**config.mk**
```make
export PLATFORM = sky130hd
export DESIGN_NAME = cz_queue
export DESIGN_NICKNAME = d
export VERILOG_FILES = /design/src/hw/rtl/cz_pkg.sv /design/src/hw/rtl/cz_queue.sv
export SDC_FILE = /design/constraint.sdc
export NUM_CORES = 1
export LEC_CHECK = 0
export ABC_AREA = 1
export BUFFER_PORTS_ARGS = -buffer_cell sky130_fd_sc_hd__buf_4
export CORE_ASPECT_RATIO = 0.75
export CORE_MARGIN = 4
export CORE_UTILIZATION = 49
export DETAILED_ROUTE_END_ITERATION = 10
export PLACE_DENSITY = 0.73
export SYNTH_ARGS = -nofsm -noshare
export SYNTH_HDL_FRONTEND = slang
export SYNTH_SLANG_ARGS = --single-unit
```
**constraint.sdc**
```tcl
create_clock -name i_clk -period 1.43 [get_ports i_clk]
set_clock_uncertainty 0.2 [all_clocks]
set_input_delay 0.143 -clock i_clk [delete_from_list [all_inputs] [get_ports i_clk]]
set_output_delay 0.143 -clock i_clk [all_outputs]
set_load 0.05 [all_outputs]
```
**src/hw/rtl/cz_pkg.sv**
```systemverilog
// cz_pkg: shared constants and result type of the collocation z-score block
// used by cz_front, cz_queue, cz_back and collocation_zscore; no dependencies
`timescale 1ns / 1ps
`default_nettype none

package cz_pkg;

    localparam int COUNT_BITS_DEF = 32;
    localparam int FRAC_BITS_DEF  = 16;
    localparam int Z_BITS         = 33;
    localparam int REG_BITS       = 32;
    localparam int QUEUE_DEPTH    = 4;
    localparam int ADDR_BITS      = 1;

    localparam logic [ADDR_BITS-1:0] ADDR_CORPUS_WORDS = '0;

    typedef struct packed {
        logic signed [Z_BITS-1:0] z;
        logic                     undef;
        logic                     sat;
    } t_res;

endpackage

`default_nettype wire

```
**src/hw/rtl/cz_queue.sv**
```systemverilog
// cz_queue: small word queue between front and back
// depends on cz_pkg
`timescale 1ns / 1ps
`default_nettype none

module cz_queue #(
    parameter int WIDTH = 8,
    parameter int DEPTH = cz_pkg::QUEUE_DEPTH
) (
    input  wire logic                       i_clk,
    input  wire logic                       i_rst_n,
    input  wire logic                       i_push,
    input  wire logic [WIDTH-1:0]           i_data,
    input  wire logic                       i_pop,
    output logic [WIDTH-1:0]                o_data,
    output logic                            o_empty,
    output logic [$clog2(DEPTH+1)-1:0]      o_level
);
    import cz_pkg::*;

    localparam int PW = $clog2(DEPTH);
    localparam int LW = $clog2(DEPTH + 1);

    logic [WIDTH-1:0] r_mem [DEPTH];
    logic [PW-1:0]    r_wr;
    logic [PW-1:0]    r_rd;
    logic [LW-1:0]    r_level;

    always_ff @(posedge i_clk) begin
        if (!i_rst_n) begin
            r_wr    <= '0;
            r_rd    <= '0;
            r_level <= '0;
        end else begin
            if (i_push) begin
                r_wr <= r_wr + 1'b1;
            end
            if (i_pop) begin
                r_rd <= r_rd + 1'b1;
            end
            if (i_push && !i_pop) begin
                r_level <= r_level + 1'b1;
            end else if (!i_push && i_pop) begin
                r_level <= r_level - 1'b1;
            end
        end
        if (i_push) begin
            r_mem[r_wr] <= i_data;
        end
    end

    assign o_data  = r_mem[r_rd];
    assign o_empty = (r_level == '0);
    assign o_level = r_level;

endmodule

`default_nettype wire

```
After elaboration in Yosys (flattened, before gate mapping)
Memories as Yosys holds them, arrays and structs flattened. A register that Yosys moved wholly into a read port is not among the register bits.
Cells that the tools add are included.
{"block": "word_totals", "ram_bits": 32, "inputBits": 12, "register_bits": 7, "mem_count": 1, "out_inout_bits": 12}
{"block": "classes", "n_addsub": 4, "n_mux": 6, "reduce_logical": 6}
{"name": "r_mem", "words": 4, "word_bits": 8, "rd": 1, "rd_ports_with_merged_regs": 1, "wr": 1, "line_no": "cz_queue.sv:24", "rtl": "logic [WIDTH-1:0] r_mem [DEPTH];"}
{"operator": "2-to-1 mux 3 bit", "count": 2}
{"operator": "adder 2 x 1 -> 2 bit (second input constant)", "count": 2}
{"operator": "2-to-1 mux 2 bit", "count": 2}
{"operator": "adder 3 x 1 -> 3 bit (second input constant)", "count": 1}
{"operator": "logical NOT 3 bit", "count": 1}
{"operator": "subtractor 3 x 1 -> 3 bit (second input constant)", "count": 1}
{"operator": "logical AND 1 bit", "count": 2}
{"operator": "logical NOT 1 bit", "count": 2}
{"operator": "2-to-1 mux 1 bit", "count": 2}
{"operator": "nonzero test 2 bit", "count": 1}

Logic depth before layout (Yosys ltp)
{"block": "depth", "word_depth": 4, "mapped_depth": 10}

Worst setup path after synthesis
OpenSTA, ideal clock, no wires.
{"block": "synth_path", "kind": "reg-to-output", "from": "register r_level[1] (netlist: o_level[1])", "to": "output port o_empty", "slack_ns": -0.574, "arrival_ns": 1.661, "stages_incl_launch_ff": 2, "t_required_ns": 1.087, "path_cell_list": "dfxtp_1 -> nor3_1"}
{"block": "synth_via", "elab_chain_len": 1}
{"element": "start: declaration", "line_no": "cz_queue.sv:27", "rtl": "logic [LW-1:0] r_level;"}
{"element": "start signal: assignment", "line_no": "cz_queue.sv:42", "rtl": "r_level <= r_level + 1'b1;"}
{"element": "start signal: assignment", "line_no": "cz_queue.sv:44", "rtl": "r_level <= r_level - 1'b1;"}
{"element": "logical NOT 3 bit", "line_no": "cz_queue.sv:53", "rtl": "assign o_empty = (r_level == '0);"}
{"element": "end: declaration", "line_no": "cz_queue.sv:16", "rtl": "output logic o_empty,"}
No other way between the ends.

==> reports/qor.csv <==
metric;value;unit
status;complete, but fails checks;
failed_checks;negative setup slack;
syn_to_final_growth;45.9;%
dieWidth;74.7;um
cp_max_fo;6;
cp.arrival;1.33;ns
cts_buffer_depth;2;
ys_ff_latch;41;
critPathMaxStageDelay;0.38;ns
die-area;0.00433;mm^2
path_class;register to output pin;
ios;24;
post-route-min-period;1.67;ns
crit_slowest_cell;dfxtp_4;
path_clk_slew;0.07;ns
maxCapViolations;0;
rows;17;
cp-end-kind;output pin;
routed_wl;3420;um
clkPwrFrac;0.251;
power_frac_comb;0.246;
gp_congestion;0.767;
slew_viol_final;0;
critPathLaunchType;register;
peakVddDrop;0.000847;V
port_buffers;23;
synth_area_per_cell;12.3;um^2
synthCells;133;
vias;1147;
hold_slack;0.0647;ns
max_freq;599;MHz
cts_sinks;41;
powerDensity;1160;mW/mm^2
synth_seq_area_share;0.698;
power.switching;0.000801;W
avgRoutedWirePerCell;15.1;um
post_drt_via_cell_ratio;5.08;
crit_buf_inv;3;
p_leak;0.940;nW
yosys_warnings;0;
worst_slack;-0.239;ns
diodes;0;
cts_made_buffers;5;
synth_area;0.00163;mm^2
grt_pass1_vias;1189;
grt_pass1_wl;5580;um
core-area;0.00306;mm^2
switching_share;0.289;
p_int;0.00197;W
worst_slew_pin_slew;0.274;ns
drtPass1Iterations;4;
hold_path.class;primary input to register;
insertion_delay;0.28;ns
antenna_found_initial;0;
synth_cell_types;18;
setup_violations;9;
cts_max_level;2;
cts_tree;yes;
dp_hpwl;2490;um
path_cells;buf_6 -> buf_6 -> o21ai_4 -> o22ai_4 -> buf_6;
fin_nets;205;
fin_crit_sh;1.17;
start_util;0.533;
rsz0062_at_grt;yes;
syn-num-nets;151;
maxSlewHeadroom;0.816;
critPathTopFamily;buffers and inverters;
drive_gt1_frac;0.404;
drc;0;
drt_iter0_markers;62;
hold_viol;0;
ant_nets;0;
power.total;0.00277;W
gr-total-overflow;0;
power_frac_seq;0.503;
grt_util_all_layers;0.181;
path_common_cell;buf_6;
grt_max_degree;17;
die_h;58.0;um
cts-root-buf;clkbuf_8;
cp.required;1.09;ns
==> registers in the layout, summed over array words and instances (netlist names), named ones only <==
register and flops:
r_wr 2, r_rd 2, o_level 3, r_mem 32
==> cell type report <==
cell class,count,area [um^2]
inverters,17,68.8
flip-flops and latches,41,1150
repair buffers,49,455
clock buffers,8,80.1
fillers,192,679
multi-input cells,73,578
well taps,38,47.5
==> power by group through the flow <==
| stage | registers, W | clock network [W] | logic [W] |
|---|---|---|---|
| CTS | 0.00139 | 0.000710 | 0.000678 |
| global placement | 0.00141 | 0 | 0.000591 |
| detailed placement | 0.00141 | 0 | 0.000613 |
| finish | 0.00139 | 0.000697 | 0.000683 |
| floorplan | 0.00145 | 0 | 0.000355 |
| global route | 0.00140 | 0.000765 | 0.000727 |
==> kinds of logic (layout without fill, tap and decap cells) <==
kind of cell               Yosys count  after routing  share of synthesized area
buffers and inverters               19             74                     0.0528
AOI/OAI and AO/OA                   34             34                      0.115
adders and majority gates            6              6                     0.0505
and+or+nand+nor                     33             33                     0.0835
DFF                                 41             41                      0.698
==> tightest hold or removal path, cell delays in order <==
cell     delay (ns)
buf_4          0.09
ha_1           0.21
a21oi_1        0.08
==> path summary, 6_finish.rpt <==
| kind | start | endpoint | slack [ns] | cells after the start |
|---|---|---|---|---|
| max | register | o_data[0] | -0.24 | 5 |
| min | i_push | o_level[0] | 0.06 | 3 |
| max reg2reg | o_level[1] | o_level[1] | 0.02 | 3 |
| min reg2reg | r_rd[1] | register | 0.25 | 1 |
==> cell usage after synthesis <==
master	instances	area (um^2)
buf_6	2	22.5
inv_1	16	60.1
inv_2	1	3.75
nand4_1	1	6.26
nor3_1	1	5.00
ha_1	5	62.6
nand2_1	9	33.8
o21ai_2	2	17.5
a21oi_1	4	20.0
fa_1	1	20.0
nor2_2	3	18.8
o22ai_1	8	50.1
dfxtp_1	9	180
o21ai_0	18	90.1
nand3_1	1	5.00
o21ai_1	2	10.0
nor2_1	18	67.6
edfxtp_1	32	961
==> cell usage in the layout, fill, tap and decap left out <==
master / Yosys / layout
edfxtp_1: 32 / 32
buf_4: 0 / 25
nor2_1: 18 / 15
inv_1: 16 / 14
buf_6: 2 / 14
nand2_1: 9 / 9
dlygate4sd3_1: 0 / 9
o22ai_4: 0 / 8
o21ai_1: 2 / 8
o21ai_2: 2 / 7
o21ai_0: 18 / 6
ha_1: 5 / 5
clkbuf_8: 0 / 5
dfxtp_1: 9 / 5
nor2_2: 3 / 4
a21oi_1: 4 / 4
dfxtp_4: 0 / 3
clkbuf_1: 0 / 3
inv_2: 1 / 2
nor2_4: 0 / 2
inv_6: 0 / 1
o21ai_4: 0 / 1
nor3_4: 0 / 1
nand3_1: 1 / 1
nand4_1: 1 / 1
fa_2: 0 / 1
dfxtp_2: 0 / 1
buf_12: 0 / 1
==> stage by stage <==
step / setup slack [ns] / util / setup TNS [ns] / cells / area (um^2)
after global routing: -0.286 / 0.778 / -1.93 / 226 / 2380
final: -0.239 / 0.778 / -1.44 / 226 / 2380
after detailed placement: -0.115 / 0.698 / -0.621 / 214 / 2140
after CTS: -0.237 / 0.773 / -1.69 / 227 / 2370
after floorplan: 0.00423 / - / 0 / 133 / 1760
after global placement: -0.0472 / 0.698 / -0.359 / 214 / 2140
==> metal layers <==
layer | vias to the layer above | share of wire | global-route usage
met1 | 539 | 0.43 | 0.214
met3 | 8 | 0.045 | 0.0624
met5 | - | 0 | 0
met4 | 0 | 0.019 | 0.0787
met2 | 30 | 0.51 | 0.298
li1 | 570 | - | -
==> repair_timing <==
| action | in CTS | in global routing |
|---|---|---|
| hold endpoints to repair | 39 | 0 |
| hold buffers | 9 | 0 |
| gates resized for setup | 37 | 9 |
| pin swaps | 5 | 0 |
| buffers inserted | 0 | 0 |
| endpoints found under the setup margin | 9 | 18 |
Power figures use the tool's default switching activity.
