## src/hw/rtl/cz_pkg.sv

```systemverilog
// cz_pkg: shared constants and result type of the collocation z-score block
// used by cz_front, cz_queue, cz_back and collocation_zscore; no dependencies
`timescale 1ns / 1ps
`default_nettype none

package cz_pkg;

    localparam int COUNT_BITS_DEF = 32;
    localparam int FRAC_BITS_DEF  = 16;
    localparam int Z_BITS         = 33;
    localparam int REG_BITS       = 32;
    localparam int QUEUE_DEPTH    = 4;
    localparam int ADDR_BITS      = 1;

    localparam logic [ADDR_BITS-1:0] ADDR_CORPUS_WORDS = '0;

    typedef struct packed {
        logic signed [Z_BITS-1:0] z;
        logic                     undef;
        logic                     sat;
    } t_res;

endpackage

`default_nettype wire

```

## src/hw/rtl/cz_back.sv

```systemverilog
// cz_back: sequencer that forms w1*w2*n and num^2, divides, takes the root
// depends on cz_pkg
`timescale 1ns / 1ps
`default_nettype none

module cz_back #(
    parameter int COUNT_BITS = cz_pkg::COUNT_BITS_DEF,
    parameter int FRAC_BITS  = cz_pkg::FRAC_BITS_DEF
) (
    input  wire logic                    i_clk,
    input  wire logic                    i_rst_n,
    input  wire logic                    i_empty,
    input  wire logic [4*COUNT_BITS+1:0] i_data,
    input  wire logic [COUNT_BITS-1:0]   i_n,
    output logic                         o_pop,
    output logic                         o_valid,
    output cz_pkg::t_res                 o_res
);
    import cz_pkg::*;

    localparam int C   = COUNT_BITS;
    localparam int MBW = 2 * C;
    localparam int PW  = 4 * C;
    localparam int MW  = 3 * C;
    localparam int DW  = 4 * C + 2 * FRAC_BITS;
    localparam int QB  = 2 * Z_BITS;
    localparam int SW  = Z_BITS + 3;
    localparam int CW  = $clog2(DW + 1);

    typedef enum logic [5:0] {
        S_IDLE = 6'b000001,
        S_MULM = 6'b000010,
        S_MULN = 6'b000100,
        S_DIV  = 6'b001000,
        S_SQRT = 6'b010000,
        S_OUT  = 6'b100000
    } t_state;

    t_state               r_state;
    logic [CW-1:0]        r_cnt;
    logic [PW-1:0]        r_ma;
    logic [MBW-1:0]       r_mb;
    logic [PW-1:0]        r_acc;
    logic [MBW-1:0]       r_num;
    logic                 r_neg;
    logic [MW-1:0]        r_m;
    logic [DW-1:0]        r_div;
    logic [MW-1:0]        r_rem;
    logic [QB-1:0]        r_q;
    logic                 r_ovf;
    logic [QB-1:0]        r_x;
    logic [Z_BITS-1:0]    r_root;
    logic [SW-1:0]        r_srem;
    logic                 r_valid;
    t_res                 r_res;

    logic [MBW-1:0]       in_num;
    logic [MBW-1:0]       in_prod;
    logic                 in_neg;
    logic                 in_undef;
    logic [PW-1:0]        n_acc;
    logic [MW:0]          n_t;
    logic                 ge;
    logic [MW:0]          n_rem;
    logic [SW-1:0]        n_st;
    logic [SW-1:0]        n_tr;
    logic                 sge;
    logic                 last;
    logic                 sat;
    logic signed [Z_BITS-1:0] z;

    always_comb begin
        in_num   = i_data[MBW-1:0];
        in_prod  = i_data[2*MBW-1:MBW];
        in_neg   = i_data[2*MBW];
        in_undef = i_data[2*MBW+1];
        o_pop    = (r_state == S_IDLE) && !i_empty;
        n_acc    = r_acc + (r_mb[0] ? r_ma : '0);
        n_t      = {r_rem, r_div[DW-1]};
        ge       = n_t >= {1'b0, r_m};
        n_rem    = ge ? (n_t - {1'b0, r_m}) : n_t;
        n_st     = {r_srem[SW-3:0], r_x[QB-1:QB-2]};
        n_tr     = SW'({r_root, 2'b01});
        sge      = n_st >= n_tr;
        last     = (r_cnt == CW'(1));
        if (r_neg) begin
            sat = r_root[Z_BITS-1] && (r_root[Z_BITS-2:0] != '0);
        end else begin
            sat = r_root[Z_BITS-1];
        end
        if (sat) begin
            z = r_neg ? {1'b1, {(Z_BITS-1){1'b0}}} : {1'b0, {(Z_BITS-1){1'b1}}};
        end else begin
            z = r_neg ? -$signed(r_root) : $signed(r_root);
        end
    end

    always_ff @(posedge i_clk) begin
        if (!i_rst_n) begin
            r_state <= S_IDLE;
            r_valid <= 1'b0;
        end else begin
            r_valid <= 1'b0;
            unique case (r_state)
                S_IDLE: begin
                    if (o_pop) begin
                        if (in_undef) begin
                            r_res   <= '{z: '0, undef: 1'b1, sat: 1'b0};
                            r_valid <= 1'b1;
                        end else begin
                            r_ma    <= PW'(in_prod);
                            r_mb    <= MBW'(i_n);
                            r_acc   <= '0;
                            r_num   <= in_num;
                            r_neg   <= in_neg;
                            r_cnt   <= CW'(MBW);
                            r_state <= S_MULM;
                        end
                    end
                end
                S_MULM: begin
                    r_acc <= n_acc;
                    r_ma  <= r_ma << 1;
                    r_mb  <= r_mb >> 1;
                    r_cnt <= r_cnt - 1'b1;
                    if (last) begin
                        r_m     <= n_acc[MW-1:0];
                        r_ma    <= PW'(r_num);
                        r_mb    <= r_num;
                        r_acc   <= '0;
                        r_cnt   <= CW'(MBW);
                        r_state <= S_MULN;
                    end
                end
                S_MULN: begin
                    r_acc <= n_acc;
                    r_ma  <= r_ma << 1;
                    r_mb  <= r_mb >> 1;
                    r_cnt <= r_cnt - 1'b1;
                    if (last) begin
                        r_div   <= {n_acc, {(2*FRAC_BITS){1'b0}}};
                        r_rem   <= '0;
                        r_q     <= '0;
                        r_ovf   <= 1'b0;
                        r_cnt   <= CW'(DW);
                        r_state <= S_DIV;
                    end
                end
                S_DIV: begin
                    r_rem <= n_rem[MW-1:0];
                    r_div <= r_div << 1;
                    r_q   <= {r_q[QB-2:0], ge};
                    r_ovf <= r_ovf | r_q[QB-1];
                    r_cnt <= r_cnt - 1'b1;
                    if (last) begin
                        r_x     <= (r_ovf || r_q[QB-1]) ? '1 : {r_q[QB-2:0], ge};
                        r_root  <= '0;
                        r_srem  <= '0;
                        r_cnt   <= CW'(Z_BITS);
                        r_state <= S_SQRT;
                    end
                end
                S_SQRT: begin
                    r_srem <= sge ? (n_st - n_tr) : n_st;
                    r_root <= {r_root[Z_BITS-2:0], sge};
                    r_x    <= r_x << 2;
                    r_cnt  <= r_cnt - 1'b1;
                    if (last) begin
                        r_state <= S_OUT;
                    end
                end
                S_OUT: begin
                    r_res   <= '{z: z, undef: 1'b0, sat: sat};
                    r_valid <= 1'b1;
                    r_state <= S_IDLE;
                end
                default: begin
                    r_state <= S_IDLE;
                end
            endcase
        end
    end

    assign o_valid = r_valid;
    assign o_res   = r_res;

`ifndef SYNTH
    a_undef_zero: assert property (@(posedge i_clk) disable iff (!i_rst_n)
        r_valid && r_res.undef |-> (r_res.z == '0) && !r_res.sat)
        else $error("undefined result with nonzero score or saturation");

    a_out_strobe: assert property (@(posedge i_clk) disable iff (!i_rst_n)
        (r_state == S_OUT) |=> r_valid)
        else $error("finished item not presented");

    a_sat_clamp: assert property (@(posedge i_clk) disable iff (!i_rst_n)
        r_valid && r_res.sat |->
            (r_res.z == {1'b1, {(Z_BITS-1){1'b0}}}) ||
            (r_res.z == {1'b0, {(Z_BITS-1){1'b1}}}))
        else $error("saturated score not at a range end");
`endif

endmodule

`default_nettype wire

```

## config.mk

```make
export PLATFORM = sky130hd
export DESIGN_NAME = cz_back
export DESIGN_NICKNAME = d
export VERILOG_FILES = /design/src/hw/rtl/cz_pkg.sv /design/src/hw/rtl/cz_back.sv
export SDC_FILE = /design/constraint.sdc
export NUM_CORES = 2
export LEC_CHECK = 0
export ABC_AREA = 1
export BUFFER_PORTS_ARGS = -buffer_cell sky130_fd_sc_hd__buf_2
export CAP_MARGIN = 30
export CORE_MARGIN = 2
export CORE_UTILIZATION = 50
export DETAILED_ROUTE_END_ITERATION = 12
export PLACE_DENSITY = 0.78
export SKIP_LAST_GASP = 1
export SYNTH_ARGS = -nofsm -noshare
export SYNTH_HDL_FRONTEND = slang
export SYNTH_SLANG_ARGS = --single-unit
```

## constraint.sdc

```tcl
create_clock -name i_clk -period 69.2 [get_ports i_clk]
set_input_delay 20.76 -clock i_clk [delete_from_list [all_inputs] [get_ports i_clk]]
set_output_delay 20.76 -clock i_clk [all_outputs]
set_load 0.005 [all_outputs]
```

* Word level (Yosys, flattened, before mapping)
Cells that the tools add are included.
Word-level totals: bits of input ports 165, logic and storage cells 113, output and inout port bits 37, bits in registers 987
Cells by class: magnitude comparators 2, bitwise logic cells 2, eq/ne operators 14, muxes and demuxes 53, add/sub/neg operators 5, reduce and logical (&&, ||, !) cells 18
Operators by type and width (count):
- $mux 128 | 7
- $pmux 128 s3 | 2
- $pmux 160 s2 | 1
- $pmux 66 s2 | 2
- $mux 66 | 3
- $mux 64 | 3
- $mux 96 | 2
- $pmux 64 s3 | 1
- $pmux 96 s2 | 1
- $mux 160 | 1
- $mux 33 | 4
- $add 128x128->128 | 1
- $ge 97x96->1 | 1
- $sub 96x96->96 | 1
- $mux 35 | 2
- $pmux 35 s2 | 1
- $mux 34 | 2
- $pmux 34 s2 | 1
- $pmux 33 s2 | 1
- $mux 8 | 5
- $pmux 8 s5 | 1
- $ge 36x35->1 | 1
- $mux 6 | 6
- $sub 34x34->34 | 1
- other kinds (25) | 43

* Depth between registers and ports, before layout
depth after elaboration 5, mapped depth 22, mapped depth without buffers 20

* Worst setup path after synthesis
Ideal clock, no wire load.
path kind input to register, from in i_rst_n, to reg r_div[100], enable pin, setup slack 25.838 ns, setup time 1.372 ns, path buffers 0, cell stages on the path 2, arrival 41.990 ns, data required time 67.828 ns, cell sequence inv_1 a211oi_1
Between the ends: longest elaborated chain between the ends 1
Ends and longest elaborated chain:
- start: declaration | line cz_back.sv:11 | input wire logic i_rst_n,
- $reduce_and 3->1 (no line)
- end signal: assignment | line cz_back.sv:141 | r_div <= {n_acc, {(2*FRAC_BITS){1'b0}}};
- end signal: assignment | line cz_back.sv:151 | r_div <= r_div << 1;
- end: declaration | line cz_back.sv:47 | logic [DW-1:0] r_div;
No other way between the ends. A chain may end at the register's enable or synchronous reset.

* Worst setup path after layout
from in i_empty, to out o_pop
Between the ends: longest elaborated chain between the ends 2
Ends and longest elaborated chain:
- start: declaration | line cz_back.sv:12 | input wire logic i_empty,
- $logic_not 1->1 | line cz_back.sv:77 | o_pop = (r_state == S_IDLE) && !i_empty;
- $logic_and 1x1->1 | line cz_back.sv:77
- end: declaration | line cz_back.sv:15 | output logic o_pop,
No other way between the ends.

==> summary.txt <==
drt pass-1 iters: 6
clock network fraction of design power: 27.6%
hold_buf cts: 0
Worst EP required: 48.44 ns
cell count of the worst hold path: 2
DIE AREA: 0.132 mm^2
r2r worst-path depth: 21
Synth Instances: 8990
Seq cells post-synth: 955
sequential share of power: 38.3%
TritonCTS Buffers: 103
worst skew pair latency: 0.77 ns
period utilization: 60.5%
# H-tree levels: 3
CP Class: input pin to output port
clock tree sinks: 955
count of yosys warnings during synthesis: 0
wirelength, routed: 216000 um
I/O pin total: 202
share of total power in combinational logic: 34.1%
GRT Util Overall: 32.4%
initial cell density of the core: 50.5%
FF-to-FF Start: r_mb[0]
crit path max fanout: 4
async set or reset register ratio after synthesis: 0%
final hold slack: 0.513 ns
layout cell share with drive strength beyond 1: 4.84%
Rel. slew slack: 33.3%
Root Buffer: clkbuf_16
Critical Path Most Common Cell: buf_2
1st-iter DRT viols: 6373
CTS tree: yes
routed vias/inst: 5.38
hold path endpoint: r_mb[33]
number of global-route vias before repair: 55700
first-pass GRT wire length: 325000 um
largest stage delay on the critical path: 0.12 ns
Finish-stage setup viols: 0
RSZ-0062 raised after global routing: no
Worst-Margin Slew: 1.00 ns
Net Sw Power: 809 uW
wire per inst: 19.8 um
Final TNS setup: 0 ns
synthesized area: 0.0645 mm^2
pins over their slew limit: 0
largest net degree at the start of global routing: 113
Placer Congestion: 1.04
Synth Net Count: 9419
Hold Path Class: register to register
count of max-cap constraint violations: 0
post-CTS setup buffer count: 0
Startpoint Class: input pin
Fin. Hold Viols: 0
sequential fraction of the synthesis area: 44.3%
Synth top area share: 44.1%
Placement Setup Slack: 27.33 ns
setup ws final: 27.33 ns
critical path's slowest cell: buf_2
most numerous cell in the Yosys netlist: nand2_1
Main synth FF type: edfxtp_1
Core Region: 0.128 mm^2
Clock Pin Slew Worst Setup and Hold Paths: 0.06 ns
skew final: 0.0614 ns
Resize count post-CTS: 0
top cell type by total area after synthesis: edfxtp_1
Critical Path, Cell by Cell: buf_2, nor2_1, buf_2
maximum buffer depth of the clock tree: 3
Arr. time, crit path: 21.11 ns
fin crit period: 41.87 ns
IO Port Bufs: 201
area grow syn2layout: 9.74%
Row Count: 131
distinct cell type count after synthesis: 47
Pint: 1250 uW
synth top area cells: edfxtp_1 44%, nand2_1 18%, inv_1 10%, nor2_1 6.4%, ha_1 5.1%
initial antenna violation count: 20
CP Capture Type: output port
FF-to-FF setup slack: 64.17 ns
Commonest cells post-synth: 3014 x nand2_1, 1773 x inv_1, 1098 x nor2_1
EDFF count, synth: 948
Power Density: 29.1 mW/mm^2
Post-DP Area: 0.0673 mm^2
fill count: 12200
Static Leak: 0.0353 uW
via count: 58700
f_max: 23.9 MHz
total global routing overflow: 0
Post-DP HPWL: 171000 um
nets: 9584
Die W: 363 um
Sw Ratio: 39.3%
Final ANT Viol Nets: 0
Max VDD drop: 0.0000252 V
run status: completed
Hold Startpoint: r_mb[34]
# DRC: 0
fin area: 0.0708 mm^2
chip height: 363 um
Syn Area/Cell: 7.18 um^2
R2R Path End: r_m[92]
## worst max-delay path by stage
stage,depth (start not counted),slack (ns),end,startpoint
2_1_floorplan,2,25.84,r_div[100],i_rst_n
3_3_place_gp,3,27.32,o_pop,i_empty
5_1_grt,3,27.30,o_pop,i_empty
3_5_place_dp,3,27.33,o_pop,i_empty
6_report,3,27.33,o_pop,i_empty
4_1_cts,3,27.33,o_pop,i_empty
## per-layer routing
| metal | vias to the layer above | GRT usage, % | wire length [um] |
|---|---|---|---|
| met2 | 2498 | 51.8 | 97600 |
| met5 | - | 0 | 27 |
| met3 | 442 | 4.09 | 17000 |
| li1 | 28500 | - | - |
| met4 | 4 | 14.3 | 10000 |
| met1 | 27300 | 44.2 | 91800 |
## cells in the final DEF (no fill, tap or decap), types with 59 or more instances in the layout
cell and n:
ha_1 262, clkbuf_16 104, edfxtp_1 948, nor2_1 1094
buf_2 201, a21oi_1 343, inv_1 1772, nand2_1 3014
xor2_1 139, nor3_1 59, nand3_1 414, a31oi_1 69
o21ai_0 353
## critical path: cells and delay by family
kind / cells / cell delay [ns]
buffers and inverters: 2 / 0.24
and+or+nand+nor: 1 / 0.10
## state kept, by name (all words and copies together) (netlist names)
name / count
r_ma: 128
r_q: 66
r_srem: 34
r_m: 96
r_state: 6
r_neg: 1
r_cnt: 8
r_x: 66
r_rem: 96
o_res: 35
r_num: 64
r_root: 33
r_mb: 64
r_acc: 128
r_ovf: 1
r_div: 128
o_valid: 1
## cell type report
cell class                      count  area (um^2)  share of cell area [%]
Timing Repair Buffer              247         1450                    2.05
Clock inverter                     76          811                    1.14
Multi-Input combinational cell   6065        28500                    40.2
Tap cell                         1662         2080                    2.94
Antenna cell                       15         37.5                  0.0530
Inverter                         1783         6700                    9.46
Sequential cell                   955        28600                    40.4
Clock buffer                      114         2640                    3.73
## stage by stage
| step | util, % | total power, uW | cells |
|---|---|---|---|
| 2_1_floorplan | - | 1280 | 8990 |
| 3_3_place_gp | 52.6 | 1470 | 10700 |
| 3_5_place_dp | 52.6 | 1480 | 10700 |
| 4_1_cts | 55.3 | 2050 | 10900 |
| 5_1_grt | 55.4 | 2150 | 10900 |
| 6_report | 55.4 | 2060 | 10900 |
## cells by family after synthesis
kind of cell | synth area share, %
buffers and inverters | 11.7
XOR/XNOR | 2.25
adder cells (fa/ha/maj) | 5.14
AND/OR/NAND/NOR | 29.3
AO/OA/AOI/OAI | 7.34
flip-flops | 44.3
## power by group through the flow
stage	clock network, uW	logic [uW]	registers, uW
floorplan	0	430	853
global placement	0	668	798
detailed placement	0	679	799
CTS	575	684	789
global route	594	766	793
finish	568	702	789
Power figures use the tool's default switching activity.
